[src/rc4_stream_cipher_macros.svh]
// Assertion macros for the RC4 engine. They expect clk and arst_n in scope.
`ifndef RC4_STREAM_CIPHER_MACROS_SVH
`define RC4_STREAM_CIPHER_MACROS_SVH

`ifndef SYNTHESIS

// Consequent must hold in the same cycle as the antecedent.
`define RC4SC_ASSERT_NOW(lbl, ante, cons) \
	lbl: assert property (@(posedge clk) disable iff (!arst_n) (ante) |-> (cons)) \
		else $error("rc4sc: same-cycle check failed");

// Consequent must hold in the cycle after the antecedent.
`define RC4SC_ASSERT_NEXT(lbl, ante, cons) \
	lbl: assert property (@(posedge clk) disable iff (!arst_n) (ante) |=> (cons)) \
		else $error("rc4sc: next-cycle check failed");

`else

`define RC4SC_ASSERT_NOW(lbl, ante, cons)
`define RC4SC_ASSERT_NEXT(lbl, ante, cons)

`endif

`endif

[src/rc4sc_pkg.sv]
package rc4sc_pkg;

	localparam int PERM_DEPTH = 256;
	localparam int PADDR_W = 3;
	localparam logic [6:0] KEY_LEN_RESET = 7'd16;

	// Register index, taken from paddr[2].
	localparam logic REG_KEY_LEN = 1'b0;

	typedef enum logic [1:0] {
		OP_KEY   = 2'd0,
		OP_SCHED = 2'd1,
		OP_CRYPT = 2'd2
	} rc4sc_op_t;

	typedef enum logic [2:0] {
		ST_IDLE,
		ST_C1,
		ST_C2,
		ST_C3,
		ST_K1,
		ST_K2,
		ST_K3
	} rc4sc_state_t;

endpackage

[src/rc4sc_ifs.sv]
interface rc4sc_cmd_if;
	logic       valid;
	logic       ready;
	logic [1:0] operation;
	logic [5:0] key_index;
	logic [7:0] value_byte;
	logic       last_byte;

	modport source (output valid, output operation, output key_index, output value_byte,
		output last_byte, input ready);
	modport sink (input valid, input operation, input key_index, input value_byte,
		input last_byte, output ready);
endinterface

interface rc4sc_rsp_if;
	logic       valid;
	logic       ready;
	logic [7:0] result_byte;

	modport source (output valid, output result_byte, input ready);
	modport sink (input valid, input result_byte, output ready);
endinterface

[src/rc4sc_ram.sv]
module rc4sc_ram #(
	parameter int WIDTH = 8,
	parameter int DEPTH = 256
) (
	input  logic                                      clk,
	input  logic                                      we,
	input  logic [((DEPTH > 1) ? $clog2(DEPTH) : 1)-1:0] waddr,
	input  logic [WIDTH-1:0]                          wdata,
	input  logic                                      re,
	input  logic [((DEPTH > 1) ? $clog2(DEPTH) : 1)-1:0] raddr,
	output logic [WIDTH-1:0]                          rdata
);

	logic [WIDTH-1:0] mem [DEPTH];

	// Read returns the contents before a write to the same address in that cycle.
	always_ff @(posedge clk) begin
		if (we) begin
			mem[waddr] <= wdata;
		end
		if (re) begin
			rdata <= mem[raddr];
		end
	end

endmodule

[src/rc4_stream_cipher.sv]
// RC4 engine with the permutation in a single one-read, one-write RAM.
// Key byte beat: written to the key store on acceptance. Crypt beat: states C1, C2, C3;
// the result is registered in C3 once the output is free, next beat taken back in idle.
// Key schedule beat: states K1, K2, K3 for each of the 256 permutation entries.
// Asynchronous active-low reset: identity permutation (via per-entry valid bits),
// zero stream indices, key length 16; the key store is undefined until written.
`include "rc4_stream_cipher_macros.svh"

module rc4_stream_cipher
	import rc4sc_pkg::*;
#(
	parameter int KEY_BYTES = 64
) (
	input  logic               clk,
	input  logic               arst_n,
	input  logic               psel,
	input  logic               penable,
	input  logic               pwrite,
	input  logic [PADDR_W-1:0] paddr,
	input  logic [31:0]        pwdata,
	output logic [31:0]        prdata,
	output logic               pready,
	rc4sc_cmd_if.sink          cmd,
	rc4sc_rsp_if.source        rsp
);

	localparam int KA_W = (KEY_BYTES > 1) ? $clog2(KEY_BYTES) : 1;

	rc4sc_state_t state_q, state_d;

	logic [6:0]            key_len_q;
	logic [7:0]            i_q, j_q;
	logic [7:0]            si_q, sj_q;
	logic [7:0]            data_q;
	logic                  last_q;
	logic                  hit_i_q, hit_j_q;
	logic [7:0]            n_q, acc_q, sn_q;
	logic                  fwd_q;
	logic [KA_W-1:0]       kidx_q;
	logic [PERM_DEPTH-1:0] valid_q;
	logic [7:0]            raddr_q;
	logic                  out_valid_q;
	logic [7:0]            result_q;

	logic            cmd_fire;
	logic            out_free;
	logic            perm_we, perm_re;
	logic [7:0]      perm_waddr, perm_wdata, perm_raddr, perm_rdata, perm_rd;
	logic            key_we, key_re;
	logic [KA_W-1:0] key_waddr, key_raddr, kidx_next;
	logic [7:0]      key_rdata;
	logic [8:0]      klen_eff, kidx_inc, key_index_ext;
	logic            key_in_range;
	logic [7:0]      i_inc, sn_c, acc_n, j_n, k_c, ks_c;
	logic            cfg_we;

	rc4sc_ram #(.WIDTH(8), .DEPTH(PERM_DEPTH)) u_perm_ram (
		.clk   (clk),
		.we    (perm_we),
		.waddr (perm_waddr),
		.wdata (perm_wdata),
		.re    (perm_re),
		.raddr (perm_raddr),
		.rdata (perm_rdata)
	);

	rc4sc_ram #(.WIDTH(8), .DEPTH(KEY_BYTES)) u_key_ram (
		.clk   (clk),
		.we    (key_we),
		.waddr (key_waddr),
		.wdata (cmd.value_byte),
		.re    (key_re),
		.raddr (key_raddr),
		.rdata (key_rdata)
	);

	// Configuration port.
	assign pready = 1'b1;
	assign cfg_we = psel && penable && pwrite && (paddr[2] == REG_KEY_LEN);
	assign prdata = (paddr[2] == REG_KEY_LEN) ? 32'(key_len_q) : 32'd0;

	assign cmd.ready       = (state_q == ST_IDLE);
	assign cmd_fire        = cmd.valid && cmd.ready;
	assign out_free        = !out_valid_q || rsp.ready;
	assign rsp.valid       = out_valid_q;
	assign rsp.result_byte = result_q;

	// An entry not written since the last identity load reads as its own index.
	assign perm_rd = valid_q[raddr_q] ? perm_rdata : raddr_q;

	always_comb begin
		if (key_len_q == 7'd0) begin
			klen_eff = 9'd1;
		end else if (9'(key_len_q) > 9'(KEY_BYTES)) begin
			klen_eff = 9'(KEY_BYTES);
		end else begin
			klen_eff = 9'(key_len_q);
		end
	end

	assign kidx_inc      = 9'(kidx_q) + 9'd1;
	assign kidx_next     = (kidx_inc == klen_eff) ? '0 : KA_W'(kidx_inc);
	assign key_index_ext = 9'(cmd.key_index);
	assign key_in_range  = key_index_ext < 9'(KEY_BYTES);
	assign key_waddr     = KA_W'(key_index_ext);

	assign i_inc = i_q + 8'd1;
	assign sn_c  = fwd_q ? sn_q : perm_rd;
	assign acc_n = acc_q + sn_c + key_rdata;
	assign j_n   = j_q + perm_rd;
	assign k_c   = si_q + perm_rd;
	assign ks_c  = hit_j_q ? si_q : (hit_i_q ? sj_q : perm_rd);

	// Next state.
	always_comb begin
		state_d = state_q;
		case (state_q)
			ST_IDLE: begin
				if (cmd_fire) begin
					if (cmd.operation == OP_SCHED) begin
						state_d = ST_K1;
					end else if (cmd.operation == OP_CRYPT) begin
						state_d = ST_C1;
					end
				end
			end
			ST_C1: state_d = ST_C2;
			ST_C2: state_d = ST_C3;
			ST_C3: begin
				if (out_free) begin
					state_d = ST_IDLE;
				end
			end
			ST_K1: state_d = ST_K2;
			ST_K2: state_d = ST_K3;
			ST_K3: state_d = (n_q == 8'hFF) ? ST_IDLE : ST_K1;
			default: state_d = ST_IDLE;
		endcase
	end

	// Memory port control.
	always_comb begin
		perm_we    = 1'b0;
		perm_waddr = '0;
		perm_wdata = '0;
		perm_re    = 1'b0;
		perm_raddr = '0;
		key_we     = 1'b0;
		key_re     = 1'b0;
		key_raddr  = '0;
		case (state_q)
			ST_IDLE: begin
				if (cmd_fire) begin
					case (cmd.operation)
						OP_KEY: key_we = key_in_range;
						OP_SCHED: begin
							perm_re = 1'b1;
							key_re  = 1'b1;
						end
						OP_CRYPT: begin
							perm_re    = 1'b1;
							perm_raddr = i_inc;
						end
						default: ;
					endcase
				end
			end
			ST_C1: begin
				perm_re    = 1'b1;
				perm_raddr = j_n;
			end
			ST_C2: begin
				perm_we    = 1'b1;
				perm_waddr = i_q;
				perm_wdata = perm_rd;
				perm_re    = 1'b1;
				perm_raddr = k_c;
			end
			ST_C3: begin
				perm_we    = out_free;
				perm_waddr = j_q;
				perm_wdata = si_q;
			end
			ST_K1: begin
				perm_re    = 1'b1;
				perm_raddr = acc_n;
			end
			ST_K2: begin
				perm_we    = 1'b1;
				perm_waddr = n_q;
				perm_wdata = perm_rd;
			end
			ST_K3: begin
				perm_we    = 1'b1;
				perm_waddr = acc_q;
				perm_wdata = sn_q;
				perm_re    = (n_q != 8'hFF);
				perm_raddr = n_q + 8'd1;
				key_re     = (n_q != 8'hFF);
				key_raddr  = kidx_next;
			end
			default: ;
		endcase
	end

	always_ff @(posedge clk or negedge arst_n) begin
		if (!arst_n) begin
			state_q      <= ST_IDLE;
			key_len_q    <= KEY_LEN_RESET;
			i_q          <= '0;
			j_q          <= '0;
			valid_q      <= '0;
			out_valid_q  <= 1'b0;
			fwd_q        <= 1'b0;
			kidx_q       <= '0;
			n_q          <= '0;
			acc_q        <= '0;
		end else begin
			state_q <= state_d;
			if (cfg_we) begin
				key_len_q <= pwdata[6:0];
			end
			if (perm_we) begin
				valid_q[perm_waddr] <= 1'b1;
			end
			if (state_q == ST_C3 && out_free) begin
				out_valid_q <= 1'b1;
			end else if (rsp.ready) begin
				out_valid_q <= 1'b0;
			end
			case (state_q)
				ST_IDLE: begin
					if (cmd_fire && cmd.operation == OP_SCHED) begin
						valid_q <= '0;
						i_q     <= '0;
						j_q     <= '0;
						n_q     <= '0;
						acc_q   <= '0;
						kidx_q  <= '0;
						fwd_q   <= 1'b0;
					end else if (cmd_fire && cmd.operation == OP_CRYPT) begin
						i_q <= i_inc;
					end
				end
				ST_C1: j_q <= j_n;
				ST_C3: begin
					if (out_free && last_q) begin
						i_q <= '0;
						j_q <= '0;
					end
				end
				ST_K1: acc_q <= acc_n;
				ST_K3: begin
					// The write to acc may land on the entry read for the next step.
					fwd_q  <= (acc_q == n_q + 8'd1);
					n_q    <= n_q + 8'd1;
					kidx_q <= kidx_next;
				end
				default: ;
			endcase
		end
	end

	// Datapath registers, no reset needed.
	always_ff @(posedge clk) begin
		if (perm_re) begin
			raddr_q <= perm_raddr;
		end
		if (cmd_fire) begin
			data_q <= cmd.value_byte;
			last_q <= cmd.last_byte;
		end
		case (state_q)
			ST_C1: si_q <= perm_rd;
			ST_C2: begin
				sj_q    <= perm_rd;
				hit_i_q <= (k_c == i_q);
				hit_j_q <= (k_c == j_q);
			end
			ST_C3: begin
				if (out_free) begin
					result_q <= data_q ^ ks_c;
				end
			end
			ST_K1: sn_q <= sn_c;
			default: ;
		endcase
	end

	`RC4SC_ASSERT_NEXT(a_crypt_enters, cmd_fire && cmd.operation == OP_CRYPT, state_q == ST_C1)
	`RC4SC_ASSERT_NEXT(a_result_issued, state_q == ST_C3 && out_free, rsp.valid && state_q == ST_IDLE)
	`RC4SC_ASSERT_NEXT(a_sched_done, state_q == ST_K3 && n_q == 8'hFF, state_q == ST_IDLE && i_q == 8'h00 && j_q == 8'h00)
	`RC4SC_ASSERT_NOW(a_no_write_on_read, state_q == ST_IDLE || state_q == ST_C1 || state_q == ST_K1, !perm_we)

endmodule

[src/flat_wrapper.sv]
// flat-port wrapper written by rule: the top's interface ports become plain ports
module rc4_stream_cipher_flat import rc4sc_pkg::*;
#(
	parameter int KEY_BYTES = 64
)
  (clk, arst_n, psel, penable, pwrite, paddr, pwdata, prdata, pready, cmd_valid, cmd_operation, cmd_key_index, cmd_value_byte, cmd_last_byte, cmd_ready, rsp_valid, rsp_result_byte, rsp_ready);
  rc4sc_cmd_if cmd_i ();
  rc4sc_rsp_if rsp_i ();
  input  logic clk;
  input  logic arst_n;
  input  logic psel;
  input  logic penable;
  input  logic pwrite;
  input  logic [PADDR_W-1:0] paddr;
  input  logic [31:0] pwdata;
  output logic [31:0] prdata;
  output logic pready;
  input wire logic [$bits(cmd_i.valid)-1:0] cmd_valid;
  input wire logic [$bits(cmd_i.operation)-1:0] cmd_operation;
  input wire logic [$bits(cmd_i.key_index)-1:0] cmd_key_index;
  input wire logic [$bits(cmd_i.value_byte)-1:0] cmd_value_byte;
  input wire logic [$bits(cmd_i.last_byte)-1:0] cmd_last_byte;
  output wire logic [$bits(cmd_i.ready)-1:0] cmd_ready;
  output wire logic [$bits(rsp_i.valid)-1:0] rsp_valid;
  output wire logic [$bits(rsp_i.result_byte)-1:0] rsp_result_byte;
  input wire logic [$bits(rsp_i.ready)-1:0] rsp_ready;
  assign cmd_i.valid = cmd_valid;
  assign cmd_i.operation = cmd_operation;
  assign cmd_i.key_index = cmd_key_index;
  assign cmd_i.value_byte = cmd_value_byte;
  assign cmd_i.last_byte = cmd_last_byte;
  assign cmd_ready = cmd_i.ready;
  assign rsp_valid = rsp_i.valid;
  assign rsp_result_byte = rsp_i.result_byte;
  assign rsp_i.ready = rsp_ready;
  rc4_stream_cipher #(.KEY_BYTES(KEY_BYTES)) u_core (.clk(clk), .arst_n(arst_n), .psel(psel), .penable(penable), .pwrite(pwrite), .paddr(paddr), .pwdata(pwdata), .prdata(prdata), .pready(pready), .cmd(cmd_i), .rsp(rsp_i));
endmodule
[config.mk]
export PLATFORM = sky130hd
export DESIGN_NAME = rc4_stream_cipher_flat
export DESIGN_NICKNAME = d
export VERILOG_FILES = /design/src/rc4sc_pkg.sv /design/src/rc4sc_ifs.sv /design/src/rc4sc_ram.sv /design/src/rc4_stream_cipher.sv /design/src/flat_wrapper.sv
export VERILOG_INCLUDE_DIRS = /design/src /design/src/src
export SDC_FILE = /design/constraint.sdc
export NUM_CORES = 2
export LEC_CHECK = 0
export BUFFER_PORTS_ARGS = -buffer_cell sky130_fd_sc_hd__buf_2
export CAP_MARGIN = 20
export CORE_MARGIN = 3
export CORE_UTILIZATION = 44
export CTS_BUF_LIST = sky130_fd_sc_hd__clkbuf_16
export CTS_CLUSTER_DIAMETER = 100
export CTS_CLUSTER_SIZE = 10
export DETAILED_ROUTE_END_ITERATION = 8
export PLACE_DENSITY = 0.64
export SLEW_MARGIN = 20
export SYNTH_ARGS = -nofsm -noshare
export SYNTH_HDL_FRONTEND = slang
export SYNTH_SLANG_ARGS = --single-unit
[constraint.sdc]
create_clock -name clk -period 19.84 [get_ports clk]
set_input_delay 3.968 -clock clk [delete_from_list [all_inputs] [get_ports clk]]
set_output_delay 3.968 -clock clk [all_outputs]
set_load 0.02 [all_outputs]
==> summary.md <==
| Metric | Value |
|---|---|
| HP Class | `reg -> reg` |
| Worst-Skew Late Latency | `980 ps` |
| RSZ-0062 raised after global routing | `false` |
| # IOs | `102` |
| Synth Area in Compound Gates | `5.65%` |
| Critical path class | `reg -> reg` |
| Placed cell count | `12,600` |
| Crit. End Element | `flip-flop` |
| Via density | `6.00` |
| Most used cell along the critical path | `buf_4` |
| Required time of the critical path | `20,640 ps` |
| WL met1 | `135 mm` |
| Mux cell area share after synthesis | `2.56%` |
| DRT antenna net count | `0` |
| Setup bufs post-CTS | `0` |
| Synth warn | `0` |
| Drt pass-1 iters | `9` |
| Area grow syn2layout | `11.0%` |
| Fin Setup TNS | `0 ps` |
| Max frequency | `86.7 MHz` |
| Core region area | `0.271 mm2` |
| DP Area | `0.124 mm2` |
| Slew @ Worst Pin | `1250 ps` |
| First-pass GRT wire length | `505 mm` |
| Largest net degree at the start of global routing | `197` |
| # rows | `191` |
| Die Ht | `529 um` |
| Initial Util | `44.4%` |
| CP max stage delay | `700 ps` |
| Slowest-stage cell, CP | `buf_4` |
| Synth Flop Type | `edfxtp_1` |
| TritonCTS sink count | `2,933` |
| Skew final | `130 ps` |
| Crit path time final | `11,530 ps` |
| Drc violations | `0` |
| TritonCTS Buffers | `344` |
| Post-CTS Hold Buffers | `0` |
| Simple-Gate Fraction of Synth Area | `16.4%` |
| Critical Path Source Type | `flip-flop` |
| PortBufs | `48` |
| Antenna violations before repair | `13` |
| Vias in the first global route | `75,400` |
| Fin cells | `13,200` |
| Post-synthesis average cell area | `12.7 um2` |
| Reg clk slew, reported paths | `60 ps` |
| Max FO, Critical Path | `162` |
| Synth cell types | `87` |
| Global placement routability congestion | `0.877` |
| Die area | `0.280 mm2` |
| Number of synthesized register bits | `2,933` |
| Clock tree root buffer cell | `clkbuf_16` |
| Adder-cell share of the synthesized area | `0.445%` |
| Most frequent cells after synthesis | `edfxtp_1 (2,627), nand2_1 (2,202), nand3_1 (906), nor2_1 (898), clkbuf_1 (325)` |
| Register area share after synthesis | `71.9%` |
| Share of layout cells above drive strength 1 | `7.44%` |
| Post-synth EDFFs | `2,627` |
| Final instance area | `0.134 mm2` |
| Die X | `529 um` |
| Final wirelength | `346 mm` |
| Synth Instances | `9,519` |
| CTS resizes | `0` |
| Ys async rst share | `10.4%` |
| CP arrival | `12,330 ps` |
| Bufs on Longest Clock Path | `4` |
| Max-slew violation count | `0` |
| WL met3 | `37.4 mm` |
| XOR/XNOR Fraction of Synth Area | `0.472%` |
| Most frequent cell after synthesis | `edfxtp_1` |
| Final period utilization | `58.1%` |
| Rel. slew slack | `16.7%` |
| Global route overflow | `0` |
| Synth top area cells | `edfxtp_1 (66%), nand2_1 (6.9%), dfrtp_1 (6.3%)` |
| DR WL/cell | `26.2 um` |
| Biggest area consumer among synthesized cells | `edfxtp_1` |
| Top routing layer in use | `met5` |
| Metal2 WL | `160 mm` |
| Mapped cell area | `0.120 mm2` |
| Share of the synthesized area in the top cell type | `65.5%` |
| Final hold vios | `0` |
| DR iter-0 viols | `10,500` |
| Routed via count | `79,300` |
| Status | `complete, no violations` |
| CTS HTree Levels | `5` |
| Largest family of logic cells by synthesized area | `simple AND/OR/NAND/NOR gates` |
| Final HPWL DP | `200 mm` |
| GRT Total Usage | `24.2%` |
| Maxcap violations | `0` |
| Nets | `9,520` |
| Finish-stage setup viols | `0` |
| CTS tree | `done` |
==> cell type report <==
| cell class | count | area [um2] |
|---|---|---|
| Antenna cell | 2 | 5.00 |
| Clock buffer | 348 | 8710 |
| Clock inverter | 226 | 937 |
| Fill cell | 23100 | 138000 |
| Inverter | 50 | 208 |
| Multi-Input combinational cell | 5897 | 31100 |
| Sequential cell | 2933 | 86500 |
| Tap cell | 3570 | 4470 |
| Timing Repair Buffer | 199 | 1620 |
==> per-layer routing <==
metal / global-route usage (%) / vias to the layer above
li1: - / 34600
met1: 33.3 / 39600
met2: 37.6 / 4335
met3: 5.30 / 729
met4: 9.30 / 8
met5: 0 / -
==> worst max-delay path, delay by kind of cell, from the launching register on <==
family	cells	cell delay, ps
buffers and inverters	6	3300
AO/OA/AOI/OAI	7	2560
multiplexers	5	2160
AND/OR/NAND/NOR	8	1460
adder cells (fa/ha/maj)	3	1170
flip-flops	1	390
==> final timing paths <==
kind                                                     from                              endpoint  slack (ps)  cells after the start
worst min register to register  u_core.valid_q[158]$_DFF_PN0_         u_core.valid_q[158]$_DFF_PN0_         490                      2
worst min-delay path            u_core.valid_q[158]$_DFF_PN0_         u_core.valid_q[158]$_DFF_PN0_         490                      2
worst max-delay path              u_core.raddr_q[0]$_DFFE_PP_  u_core.u_perm_ram.rdata[0]$_DFFE_PP_        8310                     29
min in group asynchronous                              arst_n         u_core.valid_q[179]$_DFF_PN0_        3110                      1
worst max register to register    u_core.raddr_q[0]$_DFFE_PP_  u_core.u_perm_ram.rdata[0]$_DFFE_PP_        8310                     29
max in group asynchronous                              arst_n          u_core.kidx_q[0]$_DFFE_PN0P_       14910                      2
==> state kept, by name, summed over array words and instances (netlist names), 3 cells and up <==
signal / cells
u_core.u_perm_ram.mem: 2048
u_core.u_key_ram.mem: 512
u_core.valid_q: 256
u_core.acc_q: 8
u_core.data_q: 8
u_core.i_q: 8
u_core.j_q: 8
u_core.n_q: 8
u_core.raddr_q: 8
u_core.rsp.result_byte: 8
u_core.si_q: 8
u_core.sj_q: 8
u_core.sn_q: 8
u_core.u_key_ram.rdata: 8
u_core.u_perm_ram.rdata: 8
u_core.key_len_q: 7
u_core.kidx_q: 6
u_core.state_q: 3
==> cell families after synthesis <==
kind of cell / Yosys count
AOI/OAI and AO/OA: 938
xor gates and xnor gates: 64
adders and majority gates: 37
buffers and inverters: 713
DFF: 2933
muxes: 242
other: 2
and+or+nand+nor: 4590
==> layout by cell type, fill, tap and decap left out, types with 52 or more instances in the layout <==
cell type  Yosys  routed
and3_1       230     229
a311oi_1     225     225
a211oi_1      68      68
a21oi_1       73      72
nor2_1       898     883
o221ai_1      52      52
inv_1         42     256
buf_4         38     133
nand3_1      906     904
dfrtp_1      305     304
a31oi_1      122     122
edfxtp_1    2627    2627
o21ai_0       96      86
nor3_1       124     122
clkbuf_16      0     348
nand4_1       67      67
nand2_1     2202    2200
mux2i_1      160     160
o22ai_1      143     143
==> stage by stage <==
stage	hold WS [ps]	utilization, %	worst slack (ps)
2_1_floorplan	458	-	5240
3_3_place_gp	473	45.6	8780
3_5_place_dp	482	45.6	8620
4_1_cts	494	49.2	8590
5_1_grt	513	49.2	7850
6_report	491	49.2	8310
Power is not shown: default switching activity piles up to over one toggle a cycle in this logic, so the estimate is an artifact.
